**config.mk**
```make
export PLATFORM = sky130hd
export DESIGN_NAME = pixel_format_packer_flat
export DESIGN_NICKNAME = d
export VERILOG_FILES = /design/src/rtl/core/pfp_pkg.sv /design/src/rtl/core/pfp_if.sv /design/src/rtl/core/pfp_chan.sv /design/src/rtl/core/pfp_fmt_check.sv /design/src/rtl/core/pixel_format_packer.sv /design/src/flat_wrapper.sv
export SDC_FILE = /design/constraint.sdc
export NUM_CORES = 1
export LEC_CHECK = 0
export ABC_CLOCK_PERIOD_IN_PS = 8600
export BUFFER_PORTS_ARGS = -buffer_cell sky130_fd_sc_hd__buf_4
export CAP_MARGIN = 20
export CORE_ASPECT_RATIO = 1.25
export CORE_MARGIN = 1
export CORE_UTILIZATION = 30
export CTS_BUF_LIST = sky130_fd_sc_hd__clkbuf_4
export CTS_CLUSTER_DIAMETER = 30
export DETAILED_ROUTE_END_ITERATION = 8
export GPL_TIMING_DRIVEN = 0
export PLACE_DENSITY = 0.57
export SYNTH_ARGS = -nofsm -noshare
export SYNTH_HDL_FRONTEND = slang
export SYNTH_SLANG_ARGS = --single-unit
```
**constraint.sdc**
```tcl
create_clock -name clk -period 8.6 [get_ports clk]
set_input_delay 1.29 -clock clk [delete_from_list [all_inputs] [get_ports clk]]
set_output_delay 1.29 -clock clk [all_outputs]
set_load 0.005 [all_outputs]
```
**src/rtl/core/pfp_pkg.sv**
```systemverilog
// Shared types and constants for the pixel format packer.
// No dependencies; used by every file in rtl/core.
package pfp_pkg;

	localparam int unsigned PIX_W    = 32;
	localparam int unsigned DEPTH_W  = 6;
	localparam int unsigned CWIDTH_W = 4;
	localparam int unsigned SHIFT_W  = 5;
	localparam int unsigned PADDR_W  = 5;
	localparam int unsigned PDATA_W  = 32;
	localparam int unsigned CHAN_MAX = 8;

	// v*(2^w-1)+127 stays below 2^23 for w up to 15
	localparam int unsigned SUM_W    = 23;
	localparam int unsigned SCALED_W = 15;
	localparam int unsigned RECIP_W  = 24;
	localparam int unsigned RECIP_SH = 31;
	// ceil(2^31 / 255): exact quotient for sums below 2^31 / 127
	localparam logic [RECIP_W-1:0] RECIP_255 = 24'd8421505;
	localparam logic [SUM_W-1:0]   ROUND_ADD = 23'd127;

	typedef enum logic [2:0] {
		REG_DEPTH   = 3'd0,
		REG_R_WIDTH = 3'd1,
		REG_R_SHIFT = 3'd2,
		REG_G_WIDTH = 3'd3,
		REG_G_SHIFT = 3'd4,
		REG_B_WIDTH = 3'd5,
		REG_B_SHIFT = 3'd6
	} reg_idx_t;

	localparam logic [DEPTH_W-1:0]  DEPTH_RST   = 6'd32;
	localparam logic [CWIDTH_W-1:0] WIDTH_RST   = 4'd8;
	localparam logic [SHIFT_W-1:0]  R_SHIFT_RST = 5'd16;
	localparam logic [SHIFT_W-1:0]  G_SHIFT_RST = 5'd8;
	localparam logic [SHIFT_W-1:0]  B_SHIFT_RST = 5'd0;

	localparam logic [DEPTH_W-1:0] DEPTH_8  = 6'd8;
	localparam logic [DEPTH_W-1:0] DEPTH_16 = 6'd16;
	localparam logic [DEPTH_W-1:0] DEPTH_32 = 6'd32;

	typedef struct packed {
		logic [CWIDTH_W-1:0] width;
		logic [SHIFT_W-1:0]  shift;
	} chan_cfg_t;

endpackage

```
**src/rtl/core/pfp_if.sv**
```systemverilog
// Stream interfaces for the pixel format packer: source pixels in, packed pixels out.
// Depends on pfp_pkg.
interface pfp_pix_if;
	logic                        valid;
	logic                        ready;
	logic [pfp_pkg::PIX_W-1:0]   source_pixel;

	modport source (output valid, output source_pixel, input ready);
	modport sink   (input valid, input source_pixel, output ready);
endinterface

interface pfp_out_if;
	logic                        valid;
	logic                        ready;
	logic [pfp_pkg::PIX_W-1:0]   packed_pixel;
	logic                        format_ok;

	modport source (output valid, output packed_pixel, output format_ok, input ready);
	modport sink   (input valid, input packed_pixel, input format_ok, output ready);
endinterface

```
**src/rtl/core/pfp_chan.sv**
```systemverilog
// One color channel: scale an 8-bit value to the configured width with rounding,
// then place it at the configured bit position. Depends on pfp_pkg.
module pfp_chan (
	input  logic [7:0]                  value,
	input  pfp_pkg::chan_cfg_t          cfg,
	output logic [pfp_pkg::PIX_W-1:0]   placed
);

	logic [pfp_pkg::SUM_W-1:0]                     sum;
	logic [pfp_pkg::SUM_W+pfp_pkg::RECIP_W-1:0]    prod;
	logic [pfp_pkg::SCALED_W-1:0]                  scaled;

	// v*(2^w-1) as shift and subtract, plus rounding term
	assign sum = (pfp_pkg::SUM_W'(value) << cfg.width) - pfp_pkg::SUM_W'(value)
	             + pfp_pkg::ROUND_ADD;

	// divide by 255 through the reciprocal
	assign prod   = (pfp_pkg::SUM_W+pfp_pkg::RECIP_W)'(sum)
	              * (pfp_pkg::SUM_W+pfp_pkg::RECIP_W)'(pfp_pkg::RECIP_255);
	assign scaled = prod[pfp_pkg::RECIP_SH +: pfp_pkg::SCALED_W];

	assign placed = pfp_pkg::PIX_W'(scaled) << cfg.shift;

endmodule

```
**src/rtl/core/pfp_fmt_check.sv**
```systemverilog
// Format validity: depth, per-channel fit within the depth, and mask overlap.
// Depends on pfp_pkg.
module pfp_fmt_check (
	input  logic [pfp_pkg::DEPTH_W-1:0]  depth,
	input  pfp_pkg::chan_cfg_t [2:0]     chans,
	output logic                         ok
);

	localparam int unsigned MASK_W = pfp_pkg::PIX_W + pfp_pkg::CHAN_MAX;

	logic [2:0]        fit;
	logic [MASK_W-1:0] mask [3];
	logic              depth_ok;
	logic              overlap;

	assign depth_ok = (depth == pfp_pkg::DEPTH_8) || (depth == pfp_pkg::DEPTH_16)
	               || (depth == pfp_pkg::DEPTH_32);

	always_comb begin
		for (int i = 0; i < 3; i++) begin
			fit[i] = (chans[i].width != '0)
			      && (chans[i].width <= pfp_pkg::CWIDTH_W'(pfp_pkg::CHAN_MAX))
			      && (pfp_pkg::DEPTH_W'(chans[i].shift) < depth)
			      && (pfp_pkg::DEPTH_W'(chans[i].width)
			          <= depth - pfp_pkg::DEPTH_W'(chans[i].shift));
			mask[i] = ((MASK_W'(1) << chans[i].width) - MASK_W'(1)) << chans[i].shift;
		end
	end

	assign overlap = ((mask[0] & mask[1]) != '0) || ((mask[0] & mask[2]) != '0)
	              || ((mask[1] & mask[2]) != '0);

	assign ok = depth_ok && (&fit) && !overlap;

endmodule

```
**src/rtl/core/pixel_format_packer.sv**
```systemverilog
// Top level of the pixel format packer: APB register file, input register,
// three channel scalers and result register. Depends on pfp_pkg, pfp_if,
// pfp_chan and pfp_fmt_check.
//
// Converts one XRGB8888 pixel per transfer into a packed framebuffer pixel.
// Each of red, green and blue is scaled from 8 bits to its configured width
// with rounding, (v*(2^w-1)+127)/255, shifted to its configured position and
// ORed into a 32-bit word; bits pushed past bit 31 are lost. format_ok flags
// whether the programmed format is legal (depth 8, 16 or 32, each width 1..8
// fitting inside the depth, no overlapping channels); the pixel is packed the
// same way either way. The block takes one pixel every clock cycle while the
// output is not stalled; a pixel passes through the input register, then the
// result register behind the per-channel divide-by-255 reciprocal multiply,
// which sets the cycle time. Both stages hold under back-pressure and the
// input keeps accepting while a result waits, as long as a stage is free.
// Registers sit at byte address 4*index on the APB port, writes take effect
// on the access cycle, pready is tied high. Reprogram only while no pixel
// is in flight.
module pixel_format_packer (
	input  logic                          clk,
	input  logic                          arst_n,
	input  logic                          psel,
	input  logic                          penable,
	input  logic                          pwrite,
	input  logic [pfp_pkg::PADDR_W-1:0]   paddr,
	input  logic [pfp_pkg::PDATA_W-1:0]   pwdata,
	output logic [pfp_pkg::PDATA_W-1:0]   prdata,
	output logic                          pready,
	pfp_pix_if.sink                       pix_in,
	pfp_out_if.source                     pix_out
);

	// configuration registers
	logic [pfp_pkg::DEPTH_W-1:0] depth_q;
	pfp_pkg::chan_cfg_t          red_q;
	pfp_pkg::chan_cfg_t          green_q;
	pfp_pkg::chan_cfg_t          blue_q;

	logic                     cfg_wr;
	pfp_pkg::reg_idx_t        cfg_idx;

	// pipeline
	logic                        valid_s1;
	logic [23:0]                 rgb_s1;
	logic                        valid_s2;
	logic [pfp_pkg::PIX_W-1:0]   packed_s2;
	logic                        ok_s2;
	logic                        load_s1;
	logic                        load_s2;

	logic [pfp_pkg::PIX_W-1:0]   red_px;
	logic [pfp_pkg::PIX_W-1:0]   green_px;
	logic [pfp_pkg::PIX_W-1:0]   blue_px;
	logic                        fmt_ok;

	// ---------------------------------------------------------------- APB
	assign pready  = 1'b1;
	assign cfg_wr  = psel && penable && pwrite;
	assign cfg_idx = pfp_pkg::reg_idx_t'(paddr[pfp_pkg::PADDR_W-1:2]);

	always_ff @(posedge clk or negedge arst_n) begin
		if (!arst_n) begin
			depth_q       <= pfp_pkg::DEPTH_RST;
			red_q.width   <= pfp_pkg::WIDTH_RST;
			red_q.shift   <= pfp_pkg::R_SHIFT_RST;
			green_q.width <= pfp_pkg::WIDTH_RST;
			green_q.shift <= pfp_pkg::G_SHIFT_RST;
			blue_q.width  <= pfp_pkg::WIDTH_RST;
			blue_q.shift  <= pfp_pkg::B_SHIFT_RST;
		end else if (cfg_wr) begin
			// mask to register width; unknown index drops the write
			case (cfg_idx)
				pfp_pkg::REG_DEPTH:   depth_q       <= pwdata[pfp_pkg::DEPTH_W-1:0];
				pfp_pkg::REG_R_WIDTH: red_q.width   <= pwdata[pfp_pkg::CWIDTH_W-1:0];
				pfp_pkg::REG_R_SHIFT: red_q.shift   <= pwdata[pfp_pkg::SHIFT_W-1:0];
				pfp_pkg::REG_G_WIDTH: green_q.width <= pwdata[pfp_pkg::CWIDTH_W-1:0];
				pfp_pkg::REG_G_SHIFT: green_q.shift <= pwdata[pfp_pkg::SHIFT_W-1:0];
				pfp_pkg::REG_B_WIDTH: blue_q.width  <= pwdata[pfp_pkg::CWIDTH_W-1:0];
				pfp_pkg::REG_B_SHIFT: blue_q.shift  <= pwdata[pfp_pkg::SHIFT_W-1:0];
				default: ;
			endcase
		end
	end

	always_comb begin
		case (cfg_idx)
			pfp_pkg::REG_DEPTH:   prdata = pfp_pkg::PDATA_W'(depth_q);
			pfp_pkg::REG_R_WIDTH: prdata = pfp_pkg::PDATA_W'(red_q.width);
			pfp_pkg::REG_R_SHIFT: prdata = pfp_pkg::PDATA_W'(red_q.shift);
			pfp_pkg::REG_G_WIDTH: prdata = pfp_pkg::PDATA_W'(green_q.width);
			pfp_pkg::REG_G_SHIFT: prdata = pfp_pkg::PDATA_W'(green_q.shift);
			pfp_pkg::REG_B_WIDTH: prdata = pfp_pkg::PDATA_W'(blue_q.width);
			pfp_pkg::REG_B_SHIFT: prdata = pfp_pkg::PDATA_W'(blue_q.shift);
			default:              prdata = '0;
		endcase
	end

	// ---------------------------------------------------------- handshake
	// advance a stage when it is empty or the stage behind drains
	assign load_s2      = !valid_s2 || pix_out.ready;
	assign load_s1      = !valid_s1 || load_s2;
	assign pix_in.ready = load_s1;

	always_ff @(posedge clk or negedge arst_n) begin
		if (!arst_n) begin
			valid_s1 <= 1'b0;
			valid_s2 <= 1'b0;
		end else begin
			if (load_s1) begin
				valid_s1 <= pix_in.valid;
			end
			if (load_s2) begin
				valid_s2 <= valid_s1;
			end
		end
	end

	// drop the unused top byte at the input register
	always_ff @(posedge clk) begin
		if (load_s1 && pix_in.valid) begin
			rgb_s1 <= pix_in.source_pixel[23:0];
		end
	end

	// ------------------------------------------------------------ datapath
	pfp_chan u_red (
		.value  (rgb_s1[23:16]),
		.cfg    (red_q),
		.placed (red_px)
	);

	pfp_chan u_green (
		.value  (rgb_s1[15:8]),
		.cfg    (green_q),
		.placed (green_px)
	);

	pfp_chan u_blue (
		.value  (rgb_s1[7:0]),
		.cfg    (blue_q),
		.placed (blue_px)
	);

	pfp_fmt_check u_fmt (
		.depth (depth_q),
		.chans ({blue_q, green_q, red_q}),
		.ok    (fmt_ok)
	);

	always_ff @(posedge clk) begin
		if (load_s2 && valid_s1) begin
			packed_s2 <= red_px | green_px | blue_px;
			ok_s2     <= fmt_ok;
		end
	end

	assign pix_out.valid        = valid_s2;
	assign pix_out.packed_pixel = packed_s2;
	assign pix_out.format_ok    = ok_s2;

endmodule

```
**src/flat_wrapper.sv**
```systemverilog
// flat-port wrapper written by rule: the top's interface ports become plain ports
module pixel_format_packer_flat 
  (clk, arst_n, psel, penable, pwrite, paddr, pwdata, prdata, pready, pix_in_valid, pix_in_source_pixel, pix_in_ready, pix_out_valid, pix_out_packed_pixel, pix_out_format_ok, pix_out_ready);
  pfp_pix_if pix_in_i ();
  pfp_out_if pix_out_i ();
  input  logic clk;
  input  logic arst_n;
  input  logic psel;
  input  logic penable;
  input  logic pwrite;
  input  logic [pfp_pkg::PADDR_W-1:0] paddr;
  input  logic [pfp_pkg::PDATA_W-1:0] pwdata;
  output logic [pfp_pkg::PDATA_W-1:0] prdata;
  output logic pready;
  input wire logic [$bits(pix_in_i.valid)-1:0] pix_in_valid;
  input wire logic [$bits(pix_in_i.source_pixel)-1:0] pix_in_source_pixel;
  output wire logic [$bits(pix_in_i.ready)-1:0] pix_in_ready;
  output wire logic [$bits(pix_out_i.valid)-1:0] pix_out_valid;
  output wire logic [$bits(pix_out_i.packed_pixel)-1:0] pix_out_packed_pixel;
  output wire logic [$bits(pix_out_i.format_ok)-1:0] pix_out_format_ok;
  input wire logic [$bits(pix_out_i.ready)-1:0] pix_out_ready;
  assign pix_in_i.valid = pix_in_valid;
  assign pix_in_i.source_pixel = pix_in_source_pixel;
  assign pix_in_ready = pix_in_i.ready;
  assign pix_out_valid = pix_out_i.valid;
  assign pix_out_packed_pixel = pix_out_i.packed_pixel;
  assign pix_out_format_ok = pix_out_i.format_ok;
  assign pix_out_i.ready = pix_out_ready;
  pixel_format_packer u_core (.clk(clk), .arst_n(arst_n), .psel(psel), .penable(penable), .pwrite(pwrite), .paddr(paddr), .pwdata(pwdata), .prdata(prdata), .pready(pready), .pix_in(pix_in_i), .pix_out(pix_out_i));
endmodule
```
==> impl_metrics.env <==
export IMPL_coreArea_um2=96450
export IMPL_fill_cells=9941
export IMPL_cp_max_fo=5
export IMPL_r2r_end="u_core.pix_out.packed_pixel[24]"
export IMPL_synth_avg_cell_area_um2=7.364
export IMPL_dr_pass1_iters=6
export IMPL_maxSlewViolCount=0
export IMPL_ys_flop_type="edfxtp_1"
export IMPL_tritoncts="yes"
export IMPL_end_kind="flop"
export IMPL_crit_slowest_cell="or4_4"
export IMPL_setup_ws_ns=-0.2553
export IMPL_hold_path_class="reg2reg"
export IMPL_synth_most_common_cell="ha_1"
export IMPL_required_ns=8.98
export IMPL_violations="negative setup slack"
export IMPL_hold_depth=1
export IMPL_dieArea_um2=99170
export IMPL_yosys_top_cells_area="ha_1 21%, edfxtp_1 5.8%, a21oi_1 4.7%"
export IMPL_fin_setup_tns_ns=-1.888
export IMPL_wire_per_inst_um=24.16
export IMPL_drive_gt1_share_pct=24.79
export IMPL_cts_sinks=92
export IMPL_finClkSkew_ns=0.04360
export IMPL_cpPeakStageDelay_ns=0.58
export IMPL_final_area_um2=37830
export IMPL_gp_congestion=1.047
export IMPL_vias_per_cell=5.920
export IMPL_synthToLayoutAreaGrowth_pct=28.78
export IMPL_h_tree_depth=3
export IMPL_placed_cell_area_um2=31860
export IMPL_critPathLaunchType="flop"
export IMPL_worstPathArrival_ns=9.23
export IMPL_finalCritPeriodShare_pct=103.0
export IMPL_fin_crit_ns=8.855
export IMPL_hold_path_endpoint="u_core.pix_out.valid"
export IMPL_insertion_delay_ns=0.67
export IMPL_die_x_um=281.9
export IMPL_drv_cap=0
export IMPL_initial_core_util_pct=30.45
export IMPL_cpLargestDelayFamily="compound AO/OA/AOI/OAI gates"
export IMPL_dr_first_iter_drc_count=3026
export IMPL_grt_overflow_total=0
export IMPL_clk_pin_slew_ns=0.18
export IMPL_fmax_mhz=112.9
export IMPL_status="finished, violations left"
export IMPL_synth_edf_count=57
export IMPL_syn_area_um2=29370
export IMPL_synth_top_cell_by_area="ha_1"
export IMPL_worst_pin_slew_ns=1.227
export IMPL_crit_type="reg2reg"
export IMPL_chipHeight_um=351.8
export IMPL_drc=0
export IMPL_slew_headroom_pct=18.18
export IMPL_grt_pass1_wl_mm=197.3
export IMPL_hold_path_startpoint="u_core.valid_s1"
export IMPL_clock_tree_buffer_depth=2
export IMPL_async_flop_share_pct=38.04
export IMPL_fin_nets=4940
export IMPL_port_buffers=78
export IMPL_crit_reg2reg_launch="u_core.green_q[5]"
export IMPL_rsz0062_at_grt="true"
export IMPL_cts_buffers=9
export IMPL_ant_nets=0
export IMPL_grt_pass1_vias=31820
export IMPL_synth_cell_types=115
export IMPL_route_vias_total=33290
export IMPL_antenna_found_initial=4
export IMPL_synth_seq_cells=92
export IMPL_hpwlAfterDp_mm=107.9
export IMPL_io_pins=144
export IMPL_ys_warn_count=0
export IMPL_seq_area_frac_synth_pct=8.835
export IMPL_grt_use_total_pct=26.30
export IMPL_synthTopCellsByCount="489 x ha_1, 368 x nand2_1, 328 x inv_1"
export IMPL_hold_viol=0
export IMPL_reg2reg_depth=36
export IMPL_grt_max_degree=36
export IMPL_reg2reg_slack_ns=-0.26
export IMPL_synth_top_area_share_pct=20.83
export IMPL_rows=127
export IMPL_setup_viol=17
export IMPL_postRouteWirelength_mm=135.9
export IMPL_critPathBufInv=7
export IMPL_netlist_instances=3989
export IMPL_clock_root_buffer="clkbuf_4"
-- what timing repair did --
action | 4_1_cts | 5_1_grt
setup buffers | 155 | 77
endpoints found under the hold margin | 0 | 0
pin swaps | 159 | 176
endpoints found under the setup margin | 32 | 31
gates cloned | 1 | 1
resized for setup | 520 | 295
hold buffers | 0 | 0
-- metrics by stage --
stage	util [%]	hold slack (ns)	std cells	setup slack (ns)
floorplan	-	0.4490	4014	-0.001056
global placement	32.96	0.4672	5382	-2.226
detailed placement	33.03	0.4901	5388	-2.249
CTS	37.13	0.4820	5549	-0.1202
global route	39.22	0.5395	5622	-0.4618
finish	39.22	0.5090	5623	-0.2553
-- worst max path at each step --
stage	startpoint	to	slack, ns	cells after the start
3_5_place_dp	u_core.blue_q[6]	u_core.pix_out.packed_pixel[28]	-2.25	37
6_report	u_core.green_q[5]	u_core.pix_out.packed_pixel[24]	-0.26	36
2_1_floorplan	u_core.red_q[6]	u_core.pix_out.packed_pixel[24]	-0.001	39
5_1_grt	u_core.red_q[5]	u_core.pix_out.packed_pixel[24]	-0.46	42
4_1_cts	u_core.green_q[5]	u_core.pix_out.packed_pixel[12]	-0.12	41
3_3_place_gp	u_core.blue_q[7]	u_core.pix_out.packed_pixel[28]	-2.23	36
-- kinds of logic (layout without fill, tap and decap cells) --
group / count (synthesis) / in the layout / synth area share, %
AO/OA/AOI/OAI: 1237 / 1237 / 28.43
buffers and inverters: 583 / 898 / 8.004
AND/OR/NAND/NOR: 1272 / 1272 / 20.87
other: 2 / 31 / 0.02557
XOR/XNOR: 94 / 94 / 2.880
adder cells (fa/ha/maj): 541 / 541 / 24.34
flip-flops: 92 / 92 / 8.835
multiplexers: 168 / 168 / 6.615
-- cell type report --
type	count	area (um^2)	share of cell area [%]
multi-input cells	3339	28260	74.71
flip-flops and latches	92	2605	6.887
repair buffers	315	2526	6.678
well taps	1290	1614	4.267
plain buffers	228	1403	3.708
inverters	339	1289	3.407
clock buffers	11	82.58	0.2183
clock inverters	5	36.28	0.09592
diodes	4	10.01	0.02646
-- registers in the layout, indices dropped and copies added (netlist names) --
register                     count
u_core.red_q                     9
u_core.blue_q                    9
u_core.green_q                   9
u_core.depth_q                   6
u_core.pix_out.valid             1
u_core.pix_out.format_ok         1
u_core.pix_out.packed_pixel     32
u_core.valid_s1                  1
u_core.rgb_s1                   24
-- layer usage --
| metal | vias to the layer above | track usage [%] | part of all wire [%] |
|---|---|---|---|
| met5 | - | 0 | 0.0052 |
| met3 | 362 | 2.921 | 5.1 |
| li1 | 15430 | - | - |
| met4 | 2 | 17.46 | 7.3 |
| met1 | 16120 | 30.89 | 40 |
| met2 | 1379 | 44.99 | 48 |
-- cell usage in the layout, fill, tap and decap left out, types with 30 or more instances in the layout --
cell      count
buf_4       321
ha_1        386
a21oi_1     217
nor2_1      309
nand2_1     344
nand2b_1     48
xnor2_1      41
nand4_1      50
o21ai_1      33
and3_1       32
inv_2        33
edfxtp_1     57
o21a_1       43
ha_4         91
nand3_1     106
a211oi_1     44
nor3_1       84
clkbuf_1    108
o21ai_0     199
a21o_1       66
o211ai_1     54
nor2b_1      33
a21oi_2      51
and2_1       32
o22ai_1      41
mux2i_1      68
inv_1       297
mux2_2       45
fa_1         48
a31oi_1      30
Power is not shown: default switching activity piles up to over one toggle a cycle in this logic, so the estimate is an artifact.
